<file path="src/hw/rtl/lcr_pkg.sv">
// Shared types, constants and helpers for the lane centre block.
// Used by lcr_accum, lcr_div and lane_centre_from_row_unit; depends on nothing.
`default_nettype none

package lcr_pkg;

  localparam int SUM_W    = 20;
  localparam int HITS_W   = 11;
  localparam int CFG_W    = 11;
  localparam int CENTRE_W = 12;

  localparam int MAX_COLS_DEF = 2048;
  localparam int MAX_ROWS_DEF = 2048;

  localparam logic [SUM_W-1:0]    SUM_MAX    = {SUM_W{1'b1}};
  localparam logic [HITS_W-1:0]   HITS_MAX   = {HITS_W{1'b1}};
  localparam logic [CENTRE_W-1:0] CENTRE_MAX = 12'sd2047;
  localparam logic [CENTRE_W-1:0] CENTRE_NONE = {CENTRE_W{1'b1}};
  localparam logic [CFG_W-1:0]    HALF_WIDTH_RST = 11'd320;

  typedef enum logic {
    CFG_HALF_WIDTH = 1'b0,
    CFG_TARGET_ROW = 1'b1
  } cfg_index_t;

  typedef struct packed {
    logic [7:0] pixel;
    logic       last_in_row;
    logic       last_in_frame;
  } pix_t;

  typedef struct packed {
    logic signed [CENTRE_W-1:0] centre_column;
    logic                       found;
  } res_t;

  // Accumulated statistics of the target row.
  typedef struct packed {
    logic              row_seen;
    logic [SUM_W-1:0]  left_sum;
    logic [HITS_W-1:0] left_hits;
    logic [SUM_W-1:0]  right_sum;
    logic [HITS_W-1:0] right_hits;
  } acc_t;

  typedef enum logic [2:0] {
    ST_IDLE,
    ST_LEFT,
    ST_LEFT_WAIT,
    ST_RIGHT,
    ST_RIGHT_WAIT,
    ST_CENTRE,
    ST_OUT
  } state_t;

  function automatic logic [SUM_W-1:0] sat_sum(input logic [SUM_W-1:0] s,
                                               input logic [SUM_W:0] v);
    logic [SUM_W+1:0] t;
    t = (SUM_W+2)'(s) + (SUM_W+2)'(v);
    return (t > (SUM_W+2)'(SUM_MAX)) ? SUM_MAX : t[SUM_W-1:0];
  endfunction

  function automatic logic [HITS_W-1:0] sat_hits(input logic [HITS_W-1:0] h);
    return (h == HITS_MAX) ? HITS_MAX : h + 1'b1;
  endfunction

endpackage

`default_nettype wire

</file>
<file path="src/hw/rtl/lcr_accum.sv">
// Raster position counters and per-half sums and hit counts of the target row.
// Depends on lcr_pkg.
`default_nettype none

module lcr_accum
  import lcr_pkg::*;
#(
  parameter int MAX_COLS = MAX_COLS_DEF,
  parameter int MAX_ROWS = MAX_ROWS_DEF
) (
  input  wire logic             clk,
  input  wire logic             rst,
  input  wire logic             take,
  input  wire pix_t             pix,
  input  wire logic [CFG_W-1:0] half_width,
  input  wire logic [CFG_W-1:0] target_row,
  input  wire logic             clear,
  output acc_t                  acc
);

  localparam int CW = $clog2(MAX_COLS);
  localparam int RW = $clog2(MAX_ROWS);
  localparam int XW = (CW > CFG_W + 1) ? CW : CFG_W + 1;
  localparam int MW = (RW > CFG_W) ? RW : CFG_W;

  logic [CW-1:0] col;
  logic [CW-1:0] col_next;
  logic [RW-1:0] row;
  logic [RW-1:0] row_next;
  acc_t          acc_next;
  logic [XW-1:0] cx;
  logic [XW-1:0] hx;
  logic [XW-1:0] hx2;
  logic          on_row;

  assign cx     = XW'(col);
  assign hx     = XW'(half_width);
  assign hx2    = XW'({half_width, 1'b0});
  assign on_row = (MW'(row) == MW'(target_row));

  always_comb begin
    acc_next = acc;
    col_next = col;
    row_next = row;
    if (clear) begin
      acc_next = '0;
      col_next = '0;
      row_next = '0;
    end else if (take) begin
      if (on_row) begin
        acc_next.row_seen = 1'b1;
        if (pix.pixel != 8'd0) begin
          if (cx < hx) begin
            acc_next.left_sum  = sat_sum(acc.left_sum, (SUM_W+1)'(cx));
            acc_next.left_hits = sat_hits(acc.left_hits);
          end else if (cx < hx2) begin
            acc_next.right_sum  = sat_sum(acc.right_sum, (SUM_W+1)'(cx - hx));
            acc_next.right_hits = sat_hits(acc.right_hits);
          end
        end
      end
      // Oversized rows and frames wrap at the configured maxima.
      if (pix.last_in_row) begin
        col_next = '0;
        row_next = (row == RW'(MAX_ROWS - 1)) ? '0 : row + 1'b1;
      end else begin
        col_next = (col == CW'(MAX_COLS - 1)) ? '0 : col + 1'b1;
      end
    end
  end

  always_ff @(posedge clk) begin
    if (rst) begin
      acc <= '0;
      col <= '0;
      row <= '0;
    end else begin
      acc <= acc_next;
      col <= col_next;
      row <= row_next;
    end
  end

endmodule

`default_nettype wire

</file>
<file path="src/hw/rtl/lcr_div.sv">
// Restoring divider, one quotient bit per cycle, shared by both half means.
// Depends on lcr_pkg.
`default_nettype none

module lcr_div
  import lcr_pkg::*;
(
  input  wire logic              clk,
  input  wire logic              rst,
  input  wire logic              start,
  input  wire logic [SUM_W-1:0]  dividend,
  input  wire logic [HITS_W-1:0] divisor,
  output logic                   done,
  output logic [SUM_W-1:0]       quotient
);

  localparam int NW = $clog2(SUM_W + 1);

  logic [HITS_W-1:0] rem;
  logic [HITS_W-1:0] dsr;
  logic [NW-1:0]     cnt;
  logic              busy;
  logic [HITS_W:0]   trial;
  logic              ge;

  assign trial = {rem, quotient[SUM_W-1]};
  assign ge    = (trial >= {1'b0, dsr});

  always_ff @(posedge clk) begin
    if (rst) begin
      busy <= 1'b0;
      done <= 1'b0;
      cnt  <= '0;
    end else begin
      done <= 1'b0;
      if (start) begin
        busy <= 1'b1;
        cnt  <= NW'(SUM_W);
      end else if (busy) begin
        cnt <= cnt - 1'b1;
        if (cnt == NW'(1)) begin
          busy <= 1'b0;
          done <= 1'b1;
        end
      end
    end
  end

  // The quotient shifts in from the low end while the dividend shifts out.
  always_ff @(posedge clk) begin
    if (start) begin
      quotient <= dividend;
      rem      <= '0;
      dsr      <= divisor;
    end else if (busy) begin
      quotient <= {quotient[SUM_W-2:0], ge};
      rem      <= ge ? HITS_W'(trial - {1'b0, dsr}) : trial[HITS_W-1:0];
    end
  end

endmodule

`default_nettype wire

</file>
<file path="src/hw/rtl/lane_centre_from_row_unit.sv">
// Lane centre finder: top level with configuration, sequencer and result register.
// Depends on lcr_pkg, lcr_accum and lcr_div.
//
// Usage: a binary mask frame enters on the pix channel (pix_valid, pix_stall,
// pix) in raster order, one pixel per cycle unless stalled, with last_in_row and
// last_in_frame marking row and frame ends. On the row chosen by target_row
// the nonzero pixels are summed per half. The transaction that carries
// last_in_frame starts a per-frame sequence: one shared restoring divider
// forms the left mean and then the right mean (each divide is skipped for a
// half with no hits), and the ST_CENTRE state forms the centre. The result
// appears on the res channel (res_valid, res_stall, res) after the centre is
// formed and stays there until the receiver takes it; pix_stall is high from
// the last pixel until that result transaction completes. Within a frame the
// block takes one pixel per cycle. Configuration writes on cfg_we, cfg_index
// and cfg_data take effect at once and belong in the idle time between frames.
// Synchronous reset sets half_width to 320 and target_row to 0 and clears all
// position and accumulation state.
`default_nettype none

module lane_centre_from_row_unit
  import lcr_pkg::*;
#(
  parameter int MAX_COLS = MAX_COLS_DEF,
  parameter int MAX_ROWS = MAX_ROWS_DEF
) (
  input  wire logic             clk,
  input  wire logic             rst,
  input  wire logic             pix_valid,
  output logic                  pix_stall,
  input  wire pix_t             pix,
  output logic                  res_valid,
  input  wire logic             res_stall,
  output res_t                  res,
  input  wire logic             cfg_we,
  input  wire cfg_index_t       cfg_index,
  input  wire logic [CFG_W-1:0] cfg_data
);

  localparam int DW = SUM_W + 3;

  logic [CFG_W-1:0]  half_width;
  logic [CFG_W-1:0]  target_row;
  state_t            state;
  state_t            state_next;
  acc_t              acc;
  logic              take;
  logic              acc_clear;
  logic              div_start;
  logic [SUM_W-1:0]  div_dividend;
  logic [HITS_W-1:0] div_divisor;
  logic              div_done;
  logic [SUM_W-1:0]  div_q;
  logic [SUM_W-1:0]  lm;
  logic [SUM_W:0]    rm;
  logic              lm_load;
  logic              rm_load;
  logic              lm_zero;
  logic              rm_zero;
  logic              res_load;
  logic signed [DW-1:0] diff;
  logic signed [DW-1:0] half_diff;
  logic signed [DW-1:0] centre_w;
  res_t              res_next;

  assign take      = pix_valid && !pix_stall;
  assign pix_stall = (state != ST_IDLE);
  assign res_valid = (state == ST_OUT);

  always_ff @(posedge clk) begin
    if (rst) begin
      half_width <= HALF_WIDTH_RST;
      target_row <= '0;
    end else if (cfg_we) begin
      case (cfg_index)
        CFG_HALF_WIDTH: half_width <= cfg_data;
        CFG_TARGET_ROW: target_row <= cfg_data;
        default: ;
      endcase
    end
  end

  lcr_accum #(
    .MAX_COLS(MAX_COLS),
    .MAX_ROWS(MAX_ROWS)
  ) u_accum (
    .clk       (clk),
    .rst       (rst),
    .take      (take),
    .pix       (pix),
    .half_width(half_width),
    .target_row(target_row),
    .clear     (acc_clear),
    .acc       (acc)
  );

  lcr_div u_div (
    .clk     (clk),
    .rst     (rst),
    .start   (div_start),
    .dividend(div_dividend),
    .divisor (div_divisor),
    .done    (div_done),
    .quotient(div_q)
  );

  always_comb begin
    state_next   = state;
    div_start    = 1'b0;
    div_dividend = acc.left_sum;
    div_divisor  = acc.left_hits;
    lm_load      = 1'b0;
    lm_zero      = 1'b0;
    rm_load      = 1'b0;
    rm_zero      = 1'b0;
    acc_clear    = 1'b0;
    res_load     = 1'b0;
    case (state)
      ST_IDLE: begin
        if (take && pix.last_in_frame) begin
          state_next = ST_LEFT;
        end
      end
      ST_LEFT: begin
        if (acc.left_hits == '0) begin
          lm_zero    = 1'b1;
          state_next = ST_RIGHT;
        end else begin
          div_start  = 1'b1;
          state_next = ST_LEFT_WAIT;
        end
      end
      ST_LEFT_WAIT: begin
        if (div_done) begin
          lm_load    = 1'b1;
          state_next = ST_RIGHT;
        end
      end
      ST_RIGHT: begin
        div_dividend = acc.right_sum;
        div_divisor  = acc.right_hits;
        if (acc.right_hits == '0) begin
          rm_zero    = 1'b1;
          state_next = ST_CENTRE;
        end else begin
          div_start  = 1'b1;
          state_next = ST_RIGHT_WAIT;
        end
      end
      ST_RIGHT_WAIT: begin
        if (div_done) begin
          rm_load    = 1'b1;
          state_next = ST_CENTRE;
        end
      end
      ST_CENTRE: begin
        res_load   = 1'b1;
        acc_clear  = 1'b1;
        state_next = ST_OUT;
      end
      ST_OUT: begin
        if (!res_stall) begin
          state_next = ST_IDLE;
        end
      end
      default: begin
        state_next = ST_IDLE;
      end
    endcase
  end

  always_ff @(posedge clk) begin
    if (rst) begin
      state <= ST_IDLE;
    end else begin
      state <= state_next;
    end
  end

  always_ff @(posedge clk) begin
    if (lm_zero) begin
      lm <= '0;
    end else if (lm_load) begin
      lm <= div_q;
    end
    if (rm_zero) begin
      rm <= '0;
    end else if (rm_load) begin
      rm <= (SUM_W+1)'(div_q) + (SUM_W+1)'(half_width);
    end
  end

  // Midpoint with the halving truncated toward zero, as for a signed divide.
  always_comb begin
    diff      = signed'(DW'(rm)) - signed'(DW'(lm));
    half_diff = (diff + signed'(DW'(diff[DW-1]))) >>> 1;
    centre_w  = signed'(DW'(lm)) + half_diff;
    res_next.found = acc.row_seen && ((lm != '0) || (rm != '0));
    if (!res_next.found) begin
      res_next.centre_column = CENTRE_NONE;
    end else if (centre_w > signed'(DW'(CENTRE_MAX))) begin
      res_next.centre_column = CENTRE_MAX;
    end else begin
      res_next.centre_column = centre_w[CENTRE_W-1:0];
    end
  end

  always_ff @(posedge clk) begin
    if (res_load) begin
      res <= res_next;
    end
  end

endmodule

`default_nettype wire

</file>
<file path="config.mk">
export PLATFORM = sky130hd
export DESIGN_NAME = lane_centre_from_row_unit
export DESIGN_NICKNAME = d
export VERILOG_FILES = /design/src/hw/rtl/lcr_pkg.sv /design/src/hw/rtl/lcr_accum.sv /design/src/hw/rtl/lcr_div.sv /design/src/hw/rtl/lane_centre_from_row_unit.sv
export SDC_FILE = /design/constraint.sdc
export NUM_CORES = 1
export LEC_CHECK = 0
export BUFFER_PORTS_ARGS = -buffer_cell sky130_fd_sc_hd__buf_2
export CAP_MARGIN = 20
export CORE_MARGIN = 1
export CORE_UTILIZATION = 50
export CTS_BUF_LIST = sky130_fd_sc_hd__clkbuf_4 sky130_fd_sc_hd__clkbuf_8 sky130_fd_sc_hd__clkbuf_16
export DETAILED_ROUTE_END_ITERATION = 10
export GPL_TIMING_DRIVEN = 0
export HOLD_SLACK_MARGIN = 0.15
export PLACE_DENSITY_LB_ADDON = 0.2
export SLEW_MARGIN = 25
export SYNTH_ARGS = -nofsm -noshare
export SYNTH_HDL_FRONTEND = slang
export SYNTH_SLANG_ARGS = --single-unit
</file>
<file path="constraint.sdc">
create_clock -name clk -period 6.3 [get_ports clk]
set_clock_uncertainty 0.1 [all_clocks]
set_input_delay 1.26 -clock clk [delete_from_list [all_inputs] [get_ports clk]]
set_output_delay 1.26 -clock clk [all_outputs]
set_load 0.05 [all_outputs]
</file>
==> run metrics, run 1 <==
Peak VDD IR=0.1982 mV; core area=0.02964 mm2; Hold Path Class=reg -> reg; Die Height=175.4 um; Slew Limit Headroom=25.53%; total wire length=38690 um; Crit. End Element=flop; Clock Latency Late Sink=0.54 ns; synthesized instance count=1831; crit-path leading delay family=compound AO/OA/AOI/OAI gates; largest net degree at the start of global routing=21; setup tns final=0 ns; maximum fanout along the worst path=6; worst-path cell chain=inv_1, ha_1, fa_1, nand2b_1, a21o_1, a211oi_4, o2111ai_1, and3_1, xnor2_2, nand3_4, or2_2, nor2_1, xor2_1, ha_1, o21ai_0, a22oi_1, o221ai_2, a2111oi_4, o2111ai_1, a2111o_1, a221oi_4, buf_6, o22ai_2; CP Depth=23; RR Startpoint=rm[0]; Worst-Margin Slew=1.108 ns; pins over their slew limit=0; DRC=0; sequential cell area fraction in the yosys report=31.31%; max-cap viol count=0; pre-CTS setup slack=-1.126 ns; Layout Nets=2073; initial antenna violation count=0; H-Tree Depth=1; area grow syn2layout=12.41%; largest family of logic cells by synthesized area=simple AND/OR/NAND/NOR gates; post-synthesis compound-gate area fraction=20.58%; routed vias/inst=5.728; TritonRoute pass-1 iters=5; FP Rows=63; post-synth top area cell=dfxtp_1; R2R setup slack=0.24 ns; final setup vio count=0; WP buf/inv=2; CTS root buf=clkbuf_16; Initial Utilization=50.70%; critical path class=reg -> reg; CTS Buf Count=25; commonest cells in the synthesized netlist=nand2_1 (218), a21oi_1 (197), dfxtp_1 (169); Synth Area in Simple Gates=21.18%; Syn Nets=1991; pwr dens=241.0 mW/mm2; clock-pin slew on the worst setup and hold paths=0.06 ns; post-route ant nets=0; synth top area cells=dfxtp_1 (23%), ha_1 (10%), edfxtp_1 (8.8%); DRT iter0 DRCs=775; Main synth FF type=dfxtp_1; die area=0.03075 mm2; Seq cells post-synth=213; Die X=175.4 um; Yosys cell types=91; adder-cell share of the synthesized area=11.42%; Yosys Warn Count=0; Post-synth EDFFs=44; Final Hold Vio Count=0; Hold Buf Count CTS=0; capture point of the critical path=res[7]; Worst setup SP type=flop; slowest CP cell=a2111o_1; Reg-to-Reg End=res[7]; Worst Path Arrival=6.21 ns; period utilization=96.12%; hpwl dp=29990 um; CP peak stage delay=0.48 ns; post-synthesis mux area share=3.023%; status=finished clean; crit path time final=6.056 ns; maximum clock rate=165.1 MHz; gpl congestion=0.8932; vias in the first global route=12670; Synth top area share=22.52%; most frequent cell after synthesis=nand2_1; GRT Resource Usage Total=24.98%; Leak=7.052 nW; ys async rst share=0%; layout cell share with drive strength beyond 1=10.21%; setup slack after layout=0.2445 ns; r2r worst-path depth=23; CTS Buffer Depth=3; DR WL/cell=16.68 um; first-pass GRT wire length=62590 um; crit path launch=rm[0]; via count=13290; I/O pin total=42; count of input and output buffers=40; Avg Inst Size Synth=8.206 um2; GRT overflow=0; n_diodes=0; XOR/XNOR share of the synthesized area=7.977%; Clock Sinks=213; post-synthesis cell area=0.01503 mm2; CP required=6.46 ns; CTS tree=yes
worst min-delay path by stage:
| stage | from | endpoint | slack, ns | cells past startpoint |
|---|---|---|---|---|
| floorplan | u_accum.acc[62] | u_accum.acc[62] | 0.34 | 2 |
| global placement | target_row[9] | target_row[9] | 0.36 | 2 |
| detailed placement | target_row[8] | target_row[8] | 0.37 | 2 |
| CTS | target_row[1] | target_row[1] | 0.37 | 2 |
| global route | target_row[1] | target_row[1] | 0.39 | 2 |
| finish | target_row[1] | target_row[1] | 0.37 | 2 |
report_power, final:
part           internal [mW]  leakage (nW)  total, mW  switching [mW]
clock network          0.941         0.440       1.54           0.597
logic                  0.423          4.84       1.00           0.579
registers               1.46          1.77       1.53          0.0677
total                   2.83          7.05       4.07            1.24
metrics by stage:
stage               hold slack (ns)  utilization, %  std cells  instance area, um2  total power [mW]
floorplan                    0.3404               -       1831               15030             2.279
global placement             0.3593           53.02       2261               15710             2.466
detailed placement           0.3651           53.02       2261               15710             2.485
CTS                          0.3741           56.49       2312               16740             4.044
global route                 0.3853           56.99       2320               16890             4.262
finish                       0.3696           56.99       2320               16890             4.070
what timing repair did:
item                                    4_1_cts  5_1_grt
pin swaps                                     5       12
endpoints found under the setup margin       11       11
buffers inserted                              6        9
endpoints found under the hold margin         0        0
resized for setup                            18       27
gates cloned                                  1        0
flip-flops by register name, summed over array words and instances (netlist names):
signal          cells
rm                 21
lm                 20
u_div.cnt           5
u_accum.row        11
u_div.dsr          11
u_div.busy          1
u_accum.col        11
u_accum.acc        63
u_div.rem          11
half_width         11
state               3
u_div.quotient     20
target_row         11
u_div.done          1
res                13
cells by family (layout without fill, tap and decap cells):
kind of cell / after synthesis / count (layout)
AO/OA/AOI/OAI: 495 / 495
AND/OR/NAND/NOR: 638 / 638
multiplexers: 44 / 44
XOR/XNOR: 136 / 136
adder cells (fa/ha/maj): 133 / 133
buffers and inverters: 172 / 271
flip-flops: 213 / 213
cells in the final DEF, fill, tap and decap left out, drive strengths merged, types with 7 or more instances in the layout:
cell type    n
and2        18
nand3b       7
nor2b       19
nand2      218
dfxtp      169
a31oi       12
xnor2       82
buf         68
o21bai      12
a21boi       8
mux2        11
clkbuf      92
o21a        12
a21o        32
nor2       121
nor4        28
and3        24
nand2b      22
a211o       10
nor3        46
and4        10
ha         126
a211oi      20
nand3       45
o211ai      11
nand4       35
a2111oi      7
mux2i       33
o21ai      124
fa           7
or2         11
edfxtp      44
or3         10
inv        107
xor2        54
a21oi      198
per-layer routing:
metal  up-vias  track usage (%)  wire length, um
li1       6745                -                -
met3        67            2.100             1338
met1      6202            32.65            17920
met2       276            43.96            18450
met4         0            6.848              982
met5         -                0                0
cell type report:
cell class                      count  area, um2
Buffer                             68      290.3
Timing Repair Buffer               56      324.1
Inverter                          103      386.6
Fill cell                        2767      12750
Multi-Input combinational cell   1446       9802
Tap cell                          390      488.0
Clock buffer                       36      774.5
Clock inverter                      8      108.9
Sequential cell                   213       4716
worst register-to-register path: stages (launching register included):
cell,delay [ns]
dfxtp_1,0.39
inv_1,0.06
ha_1,0.20
fa_1,0.39
nand2b_1,0.20
a21o_1,0.24
a211oi_4,0.35
o2111ai_1,0.16
and3_1,0.21
xnor2_2,0.25
nand3_4,0.15
or2_2,0.35
nor2_1,0.13
xor2_1,0.08
ha_1,0.38
o21ai_0,0.14
a22oi_1,0.25
o221ai_2,0.18
a2111oi_4,0.33
o2111ai_1,0.17
a2111o_1,0.48
a221oi_4,0.31
buf_6,0.19
o22ai_2,0.07
Power figures use the tool's default switching activity.
==> run 2, diff against run 1 <==
Settings changed: BUFFER_PORTS_ARGS -buffer_cell sky130_fd_sc_hd__buf_2 to default, DONT_BUFFER_PORTS from default to 1.
==> run metrics, run 2 (same netlist as run 1, synthesis figures left out) <==
Worst setup SP type=flop; Peak VDD IR=0.1986 mV (+0.23%); placed cell count=2221 (-1.8%); Storage cell area=0.004715 mm2 (about the same); met3 Use GR=2.987% (+0.89 points); grt met2 use=41.67% (-2.3 points); n_diodes=0 (unchanged); H-Tree Depth=1 (unchanged); routed vias/inst=5.791 (+1.1%); count of input and output buffers=0 (-100%); DR WL/cell=16.84 um (+1.0%); Min-Delay Endpoint=target_row[0]; switching portion of total power=31.55% (+0.98 points); initial antenna violation count=0 (unchanged); final setup vio count=0 (unchanged); Hold Path Class=reg -> reg; commonest non-fill, non-tap cell in the layout=nand2_1; Worst-Margin Slew=1.039 ns (-0.06868 ns); worst-path cell chain=inv_1, ha_1, nor2b_1, o2111a_1, o31a_1, buf_4, buf_4, nor4b_2, and2_4, nand4b_2, or2_2, xnor2_1, ha_2, nand4_1, nor4_1, o21ai_1, a32oi_2, a21boi_0, o21bai_1, mux2_2, o31ai_1, a221oi_4, buf_6, o22ai_2; Die X=175.4 um (unchanged); vias in the first global route=12330 (-2.7%); layout cell share with drive strength beyond 1=8.267% (-1.9 points); CTS Buffer Depth=3 (unchanged); Slew Limit Headroom=30.15% (+4.6 points); biggest regs=u_accum.acc (63), rm (21); Design Power=3.909 mW (-4.0%); Initial Utilization=50.70% (unchanged); die area=0.03075 mm2 (unchanged); WP buf/inv=4 (+2); sequential share of power=39.1% (+1.5 points); Final Hold Vio Count=0 (unchanged); via count=13190 (-0.79%); Comb power frac=25.0% (+0.4 points); Finished Layout Cells=2277 (-1.9%); DRC=0 (unchanged); hold path start=target_row[0]; pwr dens=235.4 mW/mm2 (-2.3%); Largest Register=u_accum.acc; total wire length=38360 um (-0.86%); TritonRoute pass-1 iters=7 (+2); crit path time final=6.021 ns (-0.03438 ns); slowest CP cell=a221oi_4; GR peak layer=met2; Clock power frac=35.9% (-1.9 points); post-route ant nets=0 (unchanged); max FFs per register=63 (unchanged); Worst Path Arrival=6.19 ns (-0.02 ns); Clock Latency Late Sink=0.53 ns (about the same); core area=0.02964 mm2 (unchanged); CTS root buf=clkbuf_16; first-pass GRT wire length=61530 um (-1.7%); DRT iter0 DRCs=782 (+0.90%); Multi-input gate area=0.009847 mm2 (+0.46%); status=finished clean; GRT overflow=0 (unchanged); RR Startpoint=lm[1]; pins over their slew limit=0 (unchanged); M1 GR Usage=31.87% (-0.78 points); area grow syn2layout=10.51%; max-cap viol count=0 (unchanged); P_int=2.676 mW (-5.3%); gpl congestion=0.8803 (-1.4%); FP Rows=63 (unchanged); CTS tree=yes; most frequent cells in the layout=nand2_1 (218), a21oi_1 (192), dfxtp_1 (163); Die Height=175.4 um (unchanged); clock-pin slew on the worst setup and hold paths=0.06 ns (about the same); CP required=6.47 ns (about the same); Hold Buf Count CTS=0 (unchanged); net switching power=1.233 mW (-0.86%); CP peak stage delay=0.42 ns (-0.06 ns); Reg-to-Reg End=res[7]; Leak=6.810 nW (-3.4%); largest net degree at the start of global routing=21 (unchanged); CTS Buf Count=25 (unchanged); Crit. End Element=flop; maximum clock rate=166.1 MHz (+0.57%); crit-path leading delay family=compound AO/OA/AOI/OAI gates; R2R setup slack=0.28 ns (+0.03 ns); Clock Sinks=213 (unchanged); maximum fanout along the worst path=7 (+1); FILL cells=2762 (-0.18%); crit path launch=lm[1]; GRT Resource Usage Total=24.61% (-0.37 points); Layout Nets=2028 (-2.2%); period utilization=95.57% (-0.55 points); r2r worst-path depth=24 (+4.3%); critical path class=reg -> reg; hpwl dp=30080 um (+0.29%); Worst Hold Path Cells=2 (unchanged); most frequent CP cell=buf_4; I/O pin total=42 (unchanged)
[run 2: repair_timing]
action,4_1_cts,5_1_grt
resized for setup,19,28
setup buffers,4,6
setup endpoints to repair,11,11
pin swaps,6,13
gates cloned,1,0
[run 2: area by class of cell]
type,count,share of cell area [%]
Multi-Input combinational cell,1446,59.30
Sequential cell,213,28.39
Clock buffer,29,3.986
Tap cell,390,2.939
Inverter,103,2.328
Buffer,68,1.741
Clock inverter,17,0.7912
Timing Repair Buffer,11,0.5199
[run 2: power by group through the flow]
| stage | combinational [mW] | sequential (mW) | clock (mW) |
|---|---|---|---|
| after floorplan | 0.745 | 1.53 | 0 |
| after global placement | 0.896 | 1.56 | 0 |
| after detailed placement | 0.913 | 1.56 | 0 |
| after CTS | 0.941 | 1.53 | 1.42 |
| after global routing | 1.09 | 1.54 | 1.48 |
| final | 0.976 | 1.53 | 1.40 |
[run 2: through the flow]
step | util [%] | worst slack, ns | hold WS (ns) | TNS, ns | cell area, um2
after CTS | 55.48 | 0.009385 | 0.3751 | 0 | 16440
after detailed placement | 52.36 | -1.199 | 0.3667 | -12.68 | 15520
after global routing | 56.02 | -0.02517 | 0.3981 | -0.02817 | 16600
after global placement | 52.34 | -1.026 | 0.3617 | -10.73 | 15510
final | 56.02 | 0.2788 | 0.3749 | 0 | 16600
after floorplan | - | 0.3394 | 0.3404 | 0 | 15030
[run 2: layer usage]
metal,up-vias,routed length [um]
li1,6670,-
met1,6152,17310
met2,284,17840
met3,79,1661
met4,0,1537
met5,-,0
[run 2: worst max-delay path by stage]
stage,endpoint,slack (ns),cells after the start
floorplan,res[7],0.34,26
CTS,res[7],0.009,27
global placement,res[7],-1.03,26
global route,res[7],-0.03,24
detailed placement,res[7],-1.20,26
finish,res[7],0.28,24
[run 2: worst register-to-register path: cells and delay by family, from the launching register on]
family	cells	cell delay (ns)
DFF	1	0.39
adders and majority gates	2	0.66
muxes	1	0.21
buffers and inverters	4	0.55
AOI/OAI and AO/OA	9	2.14
and+or+nand+nor	7	1.57
xor gates and xnor gates	1	0.14
